### src/sv/trme_pkg.sv
package trme_pkg;

  localparam int unsigned MEM_WORDS = 50;
  localparam int unsigned NUM_REGS  = 5;
  localparam int unsigned MEM_AW    = (MEM_WORDS > 1) ? $clog2(MEM_WORDS) : 1;
  localparam int unsigned RF_AW     = (NUM_REGS > 1) ? $clog2(NUM_REGS) : 1;
  localparam int unsigned IDX_W     = 6;
  localparam int unsigned DATA_W    = 32;
  localparam int unsigned LINE_W    = 16;

  localparam logic [2:0] MODE_MOV = 3'd0;
  localparam logic [2:0] MODE_ADD = 3'd1;
  localparam logic [2:0] MODE_SUB = 3'd2;
  localparam logic [2:0] MODE_PRN = 3'd3;
  localparam logic [2:0] MODE_JMP = 3'd4;
  localparam logic [2:0] MODE_JPN = 3'd5;
  localparam logic [2:0] MODE_HLT = 3'd6;

  localparam logic DST_REG = 1'b0;
  localparam logic DST_MEM = 1'b1;

  localparam logic [1:0] SRC_REG = 2'd0;
  localparam logic [1:0] SRC_MEM = 2'd1;

  localparam logic [1:0] ST_OK     = 2'd0;
  localparam logic [1:0] ST_ADDR   = 2'd1;
  localparam logic [1:0] ST_TARGET = 2'd2;
  localparam logic [1:0] ST_HALTED = 2'd3;

  typedef struct packed {
    logic [2:0]               mode;
    logic                     dest_kind;
    logic [IDX_W-1:0]         dest_index;
    logic [1:0]               src_kind;
    logic [IDX_W-1:0]         src_index;
    logic signed [DATA_W-1:0] immediate;
    logic                     has_condition;
    logic [LINE_W-1:0]        target_line;
  } trme_in_t;

  typedef struct packed {
    logic                     print_valid;
    logic signed [DATA_W-1:0] print_value;
    logic                     branch_taken;
    logic [LINE_W-1:0]        next_line;
    logic                     halted;
    logic [1:0]               status;
  } trme_out_t;

  // State update produced by one executed instruction
  typedef struct packed {
    logic              rf_we;
    logic [RF_AW-1:0]  rf_addr;
    logic              mem_we;
    logic [MEM_AW-1:0] mem_addr;
    logic [DATA_W-1:0] data;
    logic              halt_set;
  } trme_wr_t;

  function automatic logic reg_ok(input logic [IDX_W-1:0] idx);
    return ({1'b0, idx} < (IDX_W+1)'(NUM_REGS));
  endfunction

  function automatic logic mem_ok(input logic [IDX_W-1:0] idx);
    return ({1'b0, idx} < (IDX_W+1)'(MEM_WORDS));
  endfunction

  // Out-of-range indexes map to entry zero; those instructions never use the data
  function automatic logic [RF_AW-1:0] rf_addr(input logic [IDX_W-1:0] idx);
    return reg_ok(idx) ? idx[RF_AW-1:0] : '0;
  endfunction

  function automatic logic [MEM_AW-1:0] mem_addr(input logic [IDX_W-1:0] idx);
    return mem_ok(idx) ? idx[MEM_AW-1:0] : '0;
  endfunction

  // The one memory word an instruction may read
  function automatic logic [IDX_W-1:0] mem_index(input trme_in_t ins);
    logic arith;
    arith = (ins.mode == MODE_MOV) || (ins.mode == MODE_ADD) || (ins.mode == MODE_SUB);
    return (arith && (ins.dest_kind == DST_MEM)) ? ins.dest_index : ins.src_index;
  endfunction

endpackage

### src/sv/trme_ram.sv
module trme_ram #(
  parameter int unsigned DEPTH = 8,
  parameter int unsigned WIDTH = 32,
  localparam int unsigned AW   = (DEPTH > 1) ? $clog2(DEPTH) : 1
) (
  input  logic             clk_i,
  input  logic             rst_ni,
  input  logic             we_i,
  input  logic [AW-1:0]    waddr_i,
  input  logic [WIDTH-1:0] wdata_i,
  input  logic             re_i,
  input  logic [AW-1:0]    raddr_i,
  output logic [WIDTH-1:0] rdata_o
);

  logic [WIDTH-1:0] mem_q [DEPTH];
  logic [DEPTH-1:0] vld_q;
  logic [WIDTH-1:0] rdata_q;
  logic             rvld_q;

  always_ff @(posedge clk_i) begin
    if (we_i) begin
      mem_q[waddr_i] <= wdata_i;
    end
    if (re_i) begin
      rdata_q <= mem_q[raddr_i];
    end
  end

  // Entries never written read as zero
  always_ff @(posedge clk_i or negedge rst_ni) begin
    if (!rst_ni) begin
      vld_q  <= '0;
      rvld_q <= 1'b0;
    end else begin
      if (we_i) begin
        vld_q[waddr_i] <= 1'b1;
      end
      if (re_i) begin
        rvld_q <= vld_q[raddr_i];
      end
    end
  end

  assign rdata_o = rvld_q ? rdata_q : '0;

endmodule

### src/sv/trme_exec.sv
module trme_exec import trme_pkg::*; (
  input  trme_in_t          instr_i,
  input  logic [DATA_W-1:0] rf_a_i,
  input  logic [DATA_W-1:0] rf_b_i,
  input  logic [DATA_W-1:0] mem_i,
  input  logic              halt_i,
  input  logic [LINE_W-1:0] prog_len_i,
  output trme_out_t         res_o,
  output trme_wr_t          wr_o
);

  logic              d_reg_ok;
  logic              s_reg_ok;
  logic              d_mem_ok;
  logic              s_mem_ok;
  logic              is_mov;
  logic [DATA_W-1:0] imm;
  logic [DATA_W-1:0] arith_b;
  logic [DATA_W-1:0] arith_a;
  logic [DATA_W-1:0] arith_y;

  assign d_reg_ok = reg_ok(instr_i.dest_index);
  assign s_reg_ok = reg_ok(instr_i.src_index);
  assign d_mem_ok = mem_ok(instr_i.dest_index);
  assign s_mem_ok = mem_ok(instr_i.src_index);
  assign is_mov   = (instr_i.mode == MODE_MOV);
  assign imm      = instr_i.immediate;

  // Single shared adder: first operand is the register, or memory for a memory destination
  always_comb begin
    arith_a = (instr_i.dest_kind == DST_MEM) ? mem_i : rf_a_i;
    case (instr_i.src_kind)
      SRC_REG: arith_b = rf_b_i;
      SRC_MEM: arith_b = mem_i;
      default: arith_b = imm;
    endcase
    if (instr_i.dest_kind == DST_MEM) begin
      arith_b = imm;
    end
    arith_y = (instr_i.mode == MODE_ADD) ? (arith_a + arith_b) : (arith_a - arith_b);
  end

  always_comb begin
    res_o    = '0;
    wr_o     = '0;
    wr_o.rf_addr  = rf_addr(instr_i.dest_index);
    wr_o.mem_addr = mem_addr(instr_i.dest_index);
    wr_o.data     = arith_y;

    if (halt_i) begin
      res_o.status = ST_HALTED;
    end else begin
      case (instr_i.mode)
        MODE_MOV, MODE_ADD, MODE_SUB: begin
          if (instr_i.dest_kind == DST_REG) begin
            if (!d_reg_ok) begin
              res_o.status = ST_ADDR;
            end else begin
              case (instr_i.src_kind)
                SRC_REG: begin
                  if (!s_reg_ok) begin
                    res_o.status = ST_ADDR;
                  end else begin
                    wr_o.rf_we = 1'b1;
                    if (is_mov) begin
                      // copies first operand into second
                      wr_o.rf_addr = rf_addr(instr_i.src_index);
                      wr_o.data    = rf_a_i;
                    end
                  end
                end
                SRC_MEM: begin
                  if (!s_mem_ok) begin
                    res_o.status = ST_ADDR;
                  end else if (is_mov) begin
                    wr_o.mem_we   = 1'b1;
                    wr_o.mem_addr = mem_addr(instr_i.src_index);
                    wr_o.data     = rf_a_i;
                  end else begin
                    wr_o.rf_we = 1'b1;
                  end
                end
                default: begin
                  wr_o.rf_we = 1'b1;
                  if (is_mov) begin
                    wr_o.data = imm;
                  end
                end
              endcase
            end
          end else begin
            if (!d_mem_ok) begin
              res_o.status = ST_ADDR;
            end else begin
              case (instr_i.src_kind)
                SRC_REG: begin
                  if (!s_reg_ok) begin
                    res_o.status = ST_ADDR;
                  end else if (is_mov) begin
                    wr_o.rf_we   = 1'b1;
                    wr_o.rf_addr = rf_addr(instr_i.src_index);
                    wr_o.data    = mem_i;
                  end
                end
                SRC_MEM: begin
                  // memory to memory has no effect
                end
                default: begin
                  wr_o.mem_we = 1'b1;
                  if (is_mov) begin
                    wr_o.data = imm;
                  end
                end
              endcase
            end
          end
        end
        MODE_PRN: begin
          case (instr_i.src_kind)
            SRC_REG: begin
              if (!s_reg_ok) begin
                res_o.status = ST_ADDR;
              end else begin
                res_o.print_value = rf_b_i;
              end
            end
            SRC_MEM: begin
              if (!s_mem_ok) begin
                res_o.status = ST_ADDR;
              end else begin
                res_o.print_value = mem_i;
              end
            end
            default: res_o.print_value = imm;
          endcase
          res_o.print_valid = (res_o.status == ST_OK);
        end
        MODE_JMP, MODE_JPN: begin
          if ((instr_i.target_line == '0) || (instr_i.target_line > prog_len_i)) begin
            res_o.status = ST_TARGET;
          end else if (!instr_i.has_condition) begin
            res_o.branch_taken = 1'b1;
          end else if (!d_reg_ok) begin
            res_o.status = ST_ADDR;
          end else if (instr_i.mode == MODE_JMP) begin
            res_o.branch_taken = (rf_a_i == '0);
          end else begin
            res_o.branch_taken = (rf_a_i == '0) || rf_a_i[DATA_W-1];
          end
          if (res_o.branch_taken) begin
            res_o.next_line = instr_i.target_line;
          end
        end
        MODE_HLT: wr_o.halt_set = 1'b1;
        default: begin
        end
      endcase
    end
    res_o.halted = halt_i | wr_o.halt_set;
  end

endmodule

### src/sv/tiny_register_memory_executor_top.sv
// Executes one decoded instruction per input transfer on a machine with
// NUM_REGS 32-bit registers and MEM_WORDS 32-bit data words.
//
// Channels: in_data_i/in_valid_i/in_stall_o carries instructions, and
// out_data_o/out_valid_o/out_stall_i returns one result per instruction.
// A transfer happens on a clock edge with valid high and stall low.
// cfg_we_i/cfg_data_i writes program_length (jump target bound); write it
// only while no instruction is in flight.
//
// Timing: the edge that accepts an instruction reads its operands from the
// register file and data memory and loads it into the execute register; it
// executes, writes back and loads its result into the output register when
// the execute stage advances. Throughput is one instruction per cycle unless
// the output stalls; back-to-back dependent instructions use a write-back bypass.
//
// Reset clears registers, memory (valid bits), the halt flag and sets
// program_length to 1. When the receiver stalls, the result holds and the
// execute stage holds one more instruction; then in_stall_o rises.
module tiny_register_memory_executor_top import trme_pkg::*; (
  input  logic              clk_i,
  input  logic              rst_ni,
  input  logic              in_valid_i,
  output logic              in_stall_o,
  input  trme_in_t          in_data_i,
  output logic              out_valid_o,
  input  logic              out_stall_i,
  output trme_out_t         out_data_o,
  input  logic              cfg_we_i,
  input  logic [LINE_W-1:0] cfg_data_i
);

  logic              in_xfer;
  logic              ex_adv;
  logic              ex_valid_q;
  trme_in_t          ex_q;
  logic              out_valid_q;
  trme_out_t         out_q;
  logic              halt_q;
  logic [LINE_W-1:0] prog_len_q;

  logic [RF_AW-1:0]  rf_ra;
  logic [RF_AW-1:0]  rf_rb;
  logic [MEM_AW-1:0] mem_ra;
  logic [DATA_W-1:0] rf_rd_a;
  logic [DATA_W-1:0] rf_rd_b;
  logic [DATA_W-1:0] mem_rd;
  logic [DATA_W-1:0] rf_a;
  logic [DATA_W-1:0] rf_b;
  logic [DATA_W-1:0] mem_op;

  logic              fwd_a_q;
  logic              fwd_b_q;
  logic              fwd_m_q;
  logic [DATA_W-1:0] fwd_data_q;

  trme_out_t         ex_res;
  trme_wr_t          ex_wr;
  logic              rf_we;
  logic              mem_we;

  assign ex_adv     = ex_valid_q && !(out_valid_q && out_stall_i);
  assign in_stall_o = ex_valid_q && out_valid_q && out_stall_i;
  assign in_xfer    = in_valid_i && !in_stall_o;

  assign rf_we  = ex_adv && ex_wr.rf_we;
  assign mem_we = ex_adv && ex_wr.mem_we;

  assign rf_ra  = rf_addr(in_data_i.dest_index);
  assign rf_rb  = rf_addr(in_data_i.src_index);
  assign mem_ra = mem_addr(mem_index(in_data_i));

  // Register file: two copies, one per read port
  trme_ram #(.DEPTH(NUM_REGS), .WIDTH(DATA_W)) u_rf_a (
    .clk_i   (clk_i),
    .rst_ni  (rst_ni),
    .we_i    (rf_we),
    .waddr_i (ex_wr.rf_addr),
    .wdata_i (ex_wr.data),
    .re_i    (in_xfer),
    .raddr_i (rf_ra),
    .rdata_o (rf_rd_a)
  );

  trme_ram #(.DEPTH(NUM_REGS), .WIDTH(DATA_W)) u_rf_b (
    .clk_i   (clk_i),
    .rst_ni  (rst_ni),
    .we_i    (rf_we),
    .waddr_i (ex_wr.rf_addr),
    .wdata_i (ex_wr.data),
    .re_i    (in_xfer),
    .raddr_i (rf_rb),
    .rdata_o (rf_rd_b)
  );

  trme_ram #(.DEPTH(MEM_WORDS), .WIDTH(DATA_W)) u_dmem (
    .clk_i   (clk_i),
    .rst_ni  (rst_ni),
    .we_i    (mem_we),
    .waddr_i (ex_wr.mem_addr),
    .wdata_i (ex_wr.data),
    .re_i    (in_xfer),
    .raddr_i (mem_ra),
    .rdata_o (mem_rd)
  );

  // Reads at the accept edge see old contents; catch the write landing on the same edge
  always_ff @(posedge clk_i or negedge rst_ni) begin
    if (!rst_ni) begin
      fwd_a_q <= 1'b0;
      fwd_b_q <= 1'b0;
      fwd_m_q <= 1'b0;
    end else if (in_xfer) begin
      fwd_a_q <= rf_we && (ex_wr.rf_addr == rf_ra);
      fwd_b_q <= rf_we && (ex_wr.rf_addr == rf_rb);
      fwd_m_q <= mem_we && (ex_wr.mem_addr == mem_ra);
    end
  end

  always_ff @(posedge clk_i) begin
    if (in_xfer) begin
      fwd_data_q <= ex_wr.data;
      ex_q       <= in_data_i;
    end
  end

  assign rf_a   = fwd_a_q ? fwd_data_q : rf_rd_a;
  assign rf_b   = fwd_b_q ? fwd_data_q : rf_rd_b;
  assign mem_op = fwd_m_q ? fwd_data_q : mem_rd;

  trme_exec u_exec (
    .instr_i    (ex_q),
    .rf_a_i     (rf_a),
    .rf_b_i     (rf_b),
    .mem_i      (mem_op),
    .halt_i     (halt_q),
    .prog_len_i (prog_len_q),
    .res_o      (ex_res),
    .wr_o       (ex_wr)
  );

  always_ff @(posedge clk_i or negedge rst_ni) begin
    if (!rst_ni) begin
      ex_valid_q  <= 1'b0;
      out_valid_q <= 1'b0;
      halt_q      <= 1'b0;
      prog_len_q  <= LINE_W'(1);
    end else begin
      if (in_xfer) begin
        ex_valid_q <= 1'b1;
      end else if (ex_adv) begin
        ex_valid_q <= 1'b0;
      end
      if (ex_adv) begin
        out_valid_q <= 1'b1;
      end else if (!out_stall_i) begin
        out_valid_q <= 1'b0;
      end
      if (ex_adv && ex_wr.halt_set) begin
        halt_q <= 1'b1;
      end
      if (cfg_we_i) begin
        prog_len_q <= cfg_data_i;
      end
    end
  end

  always_ff @(posedge clk_i) begin
    if (ex_adv) begin
      out_q <= ex_res;
    end
  end

  assign out_valid_o = out_valid_q;
  assign out_data_o  = out_q;

endmodule

### config.mk
export PLATFORM = sky130hd
export DESIGN_NAME = tiny_register_memory_executor_top
export DESIGN_NICKNAME = d
export VERILOG_FILES = /design/src/sv/trme_pkg.sv /design/src/sv/trme_ram.sv /design/src/sv/trme_exec.sv /design/src/sv/tiny_register_memory_executor_top.sv
export SDC_FILE = /design/constraint.sdc
export NUM_CORES = 2
export LEC_CHECK = 0
export ABC_AREA = 1
export BUFFER_PORTS_ARGS = -buffer_cell sky130_fd_sc_hd__buf_2
export CAP_MARGIN = 25
export CORE_MARGIN = 8
export CORE_UTILIZATION = 59
export CTS_BUF_LIST = sky130_fd_sc_hd__clkbuf_8
export CTS_CLUSTER_DIAMETER = 150
export CTS_CLUSTER_SIZE = 14
export DETAILED_ROUTE_END_ITERATION = 6
export PLACE_DENSITY = 0.77
export SLEW_MARGIN = 20
export SYNTH_ARGS = -nofsm -noshare
export SYNTH_HDL_FRONTEND = slang
export SYNTH_SLANG_ARGS = --single-unit
### constraint.sdc
create_clock -name clk_i -period 6.6 [get_ports clk_i]
set_clock_uncertainty 0.2 [all_clocks]
set_input_delay 0.99 -clock clk_i [delete_from_list [all_inputs] [get_ports clk_i]]
set_output_delay 0.99 -clock clk_i [all_outputs]
set_load 0.02 [all_outputs]
Word-level counts from Yosys, hierarchy flattened
Memory sizes are Yosys's and may differ from the RTL's. A register that Yosys moved wholly into a read port is not among the register bits.
Cells that the tools add are included.
- flip-flop bits (word level): 237
- bits in writable memories: 1920
- input bits: 88
- output and inout port bits: 55
- word-level logic and storage cells: 186
- memories: 3
- memory list (name ; words ; bits a word ; rd ports ; clocked after Yosys merged registers in ; write ports ; line ; source):
    u_dmem.mem_q ; 50 ; 32 ; 1 ; 1 ; 1 ; trme_ram.sv:16 ; logic [WIDTH-1:0] mem_q [DEPTH];
    u_rf_a.mem_q ; 5 ; 32 ; 1 ; 1 ; 1 ; trme_ram.sv:16 ;
    u_rf_b.mem_q ; 5 ; 32 ; 1 ; 1 ; 1 ; trme_ram.sv:16 ;
- $add $sub $neg: 2
- magnitude comparators: 15
- eq/ne operators: 13
- mux-type cells: 85
- bitwise logic cells: 7
- reduce and logical (&&, ||, !) cells: 33
- operators with widths (cell ; count):
    $mux 32 ; 18
    $pmux 32 s2 ; 4
    $mux 43 ; 2
    $mux 39 ; 2
    $or 50x50->50 ; 1
    $mux 44 ; 1
    $add 32x32->32 ; 1
    $logic_not 32->1 ; 1
    $sub 32x32->32 ; 1
    $mux 1 ; 27
    $lt 6x3->1 const B ; 4
    $mux 6 ; 4
    $lt 6x6->1 const B ; 3
    $gt 16x16->1 ; 1
    $logic_not 16->1 ; 1
    $mux 4 ; 4
    $mux 3 ; 5
    $logic_and 1x1->1 ; 14
    $lt 6x7->1 const B ; 2
    $mux 2 ; 7
    $lt 3x4->1 const B ; 3
    $mux 5 ; 2
    $or 5x5->5 ; 2
    $eq 3x2->1 const B ; 3
    other kinds (25) ; 42

Depth between registers and ports, before layout
- depth in word-level cells: 18
- mapped depth: 32
- gate-level depth less buffers: 30

Hierarchy
Synthesis repeated with hierarchy kept, for this count alone.
- cells, all modules: 8837
- area total of the unflattened synthesis: 97663.7 µm²
- modules (own cells, without submodules) (module ; times used ; cells an instance ; area an instance (µm²) ; sequential area each (µm²)):
    trme_ram (u_dmem) ; 1 ; 5457 ; 67153.2 ; 50283.2
    trme_ram (u_rf_a ...) ; 2 ; 619 ; 7742.4 ; 5915.7
    trme_exec ; 1 ; 1583 ; 7965.1 ; 0.0
    tiny_register_memory_executor_top ; 1 ; 559 ; 7060.5 ; 5116.2

Worst setup path after synthesis
OpenSTA, ideal clock, no wires.
- path kind: input to register
- from: input out_stall_i
- to: register ex_q[0] (netlist name), enable pin
- setup time: 1748 ps
- arrival: 5294 ps
- required time: 4652 ps
- slack: -642 ps
- cell stages on the path: 5
- buffers on the path: 0
- cells stage by stage: nand2_1 nor2_1 inv_1 nand2_1 clkinv_1
- word-level cells in the longest chain between the ends: 3
- RTL lines (what ; line ; source):
    start: declaration ; tiny_register_memory_executor_top.sv:26 ; input logic out_stall_i,
    $logic_and 1x1->1 ; tiny_register_memory_executor_top.sv:62 ; assign in_stall_o = ex_valid_q && out_valid_q && out_stall_i;
    via in_stall_o ; tiny_register_memory_executor_top.sv:23 ; output logic in_stall_o,
    $logic_not 1->1 ; tiny_register_memory_executor_top.sv:63 ; assign in_xfer = in_valid_i && !in_stall_o;
    $logic_and 1x1->1 ; tiny_register_memory_executor_top.sv:63 ;
    via in_xfer ; tiny_register_memory_executor_top.sv:32 ; logic in_xfer;
    end signal: assignment ; tiny_register_memory_executor_top.sv:122 ; ex_q <= in_data_i;
    end: declaration ; tiny_register_memory_executor_top.sv:35 ; trme_in_t ex_q;
The timed path passes the listed nets, and every way through them passes these cells.
A chain may end at the register's enable or synchronous reset.

==> results.json <==
{
  "cts_tree": "built",
  "hold_end": "ex_q[61]$_DFFE_PP_",
  "die_y_microns": 411.4,
  "die_area_sq_mm": 0.1692,
  "htree_levels": 4,
  "area_growth_syn_to_layout_pct": 8.369,
  "slew_headroom": 0.2569,
  "wire_per_inst_microns": 27.24,
  "clkLatencyLatePin_ns": 0.99,
  "clk_path_buf_depth": 3,
  "rrSetupSlack_ns": 0.76,
  "ys_ff_latch": 2093,
  "final_util": 0.6420,
  "setup_viol": 0,
  "fp-row-count": 145,
  "dp_hpwl_microns": 169300,
  "grt_overflow_total": 0,
  "peakVddDrop_mv": 0.2484,
  "syn-cell-area_sq_mm": 0.09222,
  "rr_endpoint": "u_dmem.mem_q[17][12]$_DFFE_PP_",
  "slew_viol_final": 0,
  "syn-num-nets": 8330,
  "yosysSeqAreaShare": 0.6769,
  "synth-async-reset-ratio": 0.04061,
  "first_pass_iters": 7,
  "reg2reg_from": "ex_q[56]$_DFFE_PP_",
  "drtIter0Drc": 10480,
  "leakage_nw": 36.56,
  "layout-drive-gt1-share": 0.09527,
  "hp-start": "in_data_i[61]",
  "crit_type": "reg -> reg",
  "ys_warn_count": 0,
  "fmax_mhz": 171.2,
  "hp-class": "in -> reg",
  "drv_cap": 0,
  "clkTransAtPathRegs_ns": 0.11,
  "vias": 66930,
  "postCtsHoldBufs": 78,
  "syn_inst": 8193,
  "start_util": 0.5924,
  "violations": "DRC",
  "post_cts_buffers": 0,
  "timing.final.crit_share": 0.8852,
  "hold_viol": 0,
  "synth.distinct_cells": 63,
  "synthFlopType": "edfxtp_1",
  "design_area_sq_mm": 0.09994,
  "routed_via_density": 6.403,
  "routed_wl_microns": 284800,
  "gp_congestion": 0.9849,
  "synth_edf_count": 2008,
  "clock_sinks": 2093,
  "whs_path_depth": 1,
  "critPathLaunchType": "flip-flop",
  "syn_avg_cell_area_sq_um": 11.26,
  "num_io_pins": 143,
  "grt_pass1_vias": 63470,
  "portBuffers": 142,
  "grt_max_degree": 193,
  "final_common_cell": "edfxtp_1",
  "drc": 9,
  "placed_area_sq_mm": 0.09643,
  "power_density_mw_per_mm2": 309.3,
  "crit_path_max_fanout": 32,
  "rsz0062_at_grt": "false",
  "clockRootBuffer": "clkbuf_8",
  "coreArea_sq_mm": 0.1557,
  "required_ns": 7.05,
  "rr_worst_depth": 23,
  "final_cell_mix": "edfxtp_1 (2008), nand2_1 (1089), o21ai_0 (912)",
  "postRouteAntennaNets": 0,
  "grt_pass1_wl_microns": 414000,
  "outcome": "finished, violations left",
  "die_width_microns": 411.4,
  "cts_buffers": 167,
  "critPathArrivalTime_ns": 6.29,
  "gr-usage-all-layers": 0.3282,
  "timing.final.crit_period_ns": 5.842,
  "worstSetupEndpointType": "flip-flop",
  "tightest_slew_ns": 1.107,
  "finalSetupTns_ns": 0,
  "final_nets": 8458,
  "ctsResizeCount": 0,
  "antenna_found_initial": 10
}
## cells in the mapped netlist (58+ instances only)
master	count	area share
clkbuf_1	285	0.012
o211ai_1	475	0.039
edfxtp_1	2008	0.65
or2_0	58	0.0039
or2_2	92	0.0062
nand2_1	1098	0.045
o21ai_0	914	0.050
dfrtp_1	84	0.023
inv_1	780	0.032
a21oi_1	181	0.0098
nand3_1	804	0.044
o21ai_1	157	0.0085
nor2_1	580	0.024
buf_2	146	0.0079
## registers in the layout, indices dropped and copies added, names as in the netlist, 50 cells and up
name,count
u_dmem.vld_q,50
ex_q,67
u_rf_a.mem_q,160
out_data_o,53
u_dmem.mem_q,1600
## power by group
group          internal [W]  total (W)  switching, W  leakage (nW)
registers            0.0169     0.0171      0.000129          19.1
clock network       0.00240    0.00651       0.00411          1.56
logic               0.00162    0.00733       0.00571          15.9
total                0.0210     0.0309       0.00995          36.6
## through the flow
step                      total power [W]  hold WS, ns  instances  setup slack, ns
after floorplan                   0.02109       0.2226       8193          0.04698
after global placement            0.02425       0.2357      10130           0.9560
after detailed placement          0.02440       0.2449      10130           0.9062
after CTS                         0.03072     0.001114      10440           0.8102
after global routing              0.03180      0.05928      10450           0.4150
final                             0.03091      0.08216      10450           0.7579
## worst max-delay path: stages, from the launching register on
cell      delay [ns]
edfxtp_1        0.48
nor2_2          0.42
buf_4           0.26
nand3_1         0.13
nand3_1         0.10
nand2_1         0.13
nand2_1         0.08
nor2_1          0.08
inv_1           0.08
nand2_1         0.06
xnor2_1         0.21
inv_1           0.07
ha_1            0.33
o21ai_0         0.37
inv_1           0.16
a21oi_1         0.24
inv_1           0.09
nand2_1         0.07
nand2_1         0.13
xnor2_1         0.70
o211ai_1        0.15
nand3_1         0.14
o221ai_4        0.35
buf_4           0.41
## worst max path at each step
stage	end	start	slack, ns
2_1_floorplan	u_dmem.mem_q[32][0]$_DFFE_PP_	out_stall_i	0.05
3_3_place_gp	u_dmem.mem_q[26][22]$_DFFE_PP_	ex_q[56]$_DFFE_PP_	0.96
3_5_place_dp	u_dmem.mem_q[26][22]$_DFFE_PP_	ex_q[56]$_DFFE_PP_	0.91
4_1_cts	u_dmem.mem_q[9][22]$_DFFE_PP_	ex_q[56]$_DFFE_PP_	0.81
5_1_grt	u_dmem.mem_q[2][22]$_DFFE_PP_	ex_q[56]$_DFFE_PP_	0.41
6_report	u_dmem.mem_q[17][12]$_DFFE_PP_	ex_q[56]$_DFFE_PP_	0.76
## metal layers
metal	GRT usage	routed length, microns
met5	0	13
met4	0.1787	17500
met3	0.06956	34690
met2	0.4941	125900
met1	0.4503	106600
## kinds of logic (layout without fill, tap and decap cells)
family,Yosys count,in the layout,share of synthesized area
simple gates,2759,2759,0.1314
flops,2093,2093,0.6769
compound gates,1926,1926,0.1227
buf+inv,1312,1506,0.05711
xor+xnor,53,53,0.005034
fa+ha+maj,49,49,0.006730
mux,1,1,0.0001221
other cells,0,9,0
## layout make-up
class                           instances  area [sq um]
Clock buffer                          169          2326
Fill cell                           11540         55730
Clock inverter                         66         354.1
Multi-Input combinational cell       4788         25260
Inverter                              805          3060
Timing Repair Buffer                  466          3911
Tap cell                             2058          2575
Sequential cell                      2093         62430
Antenna cell                            9         22.52
Note: power is estimated with default switching activity, not from simulation.
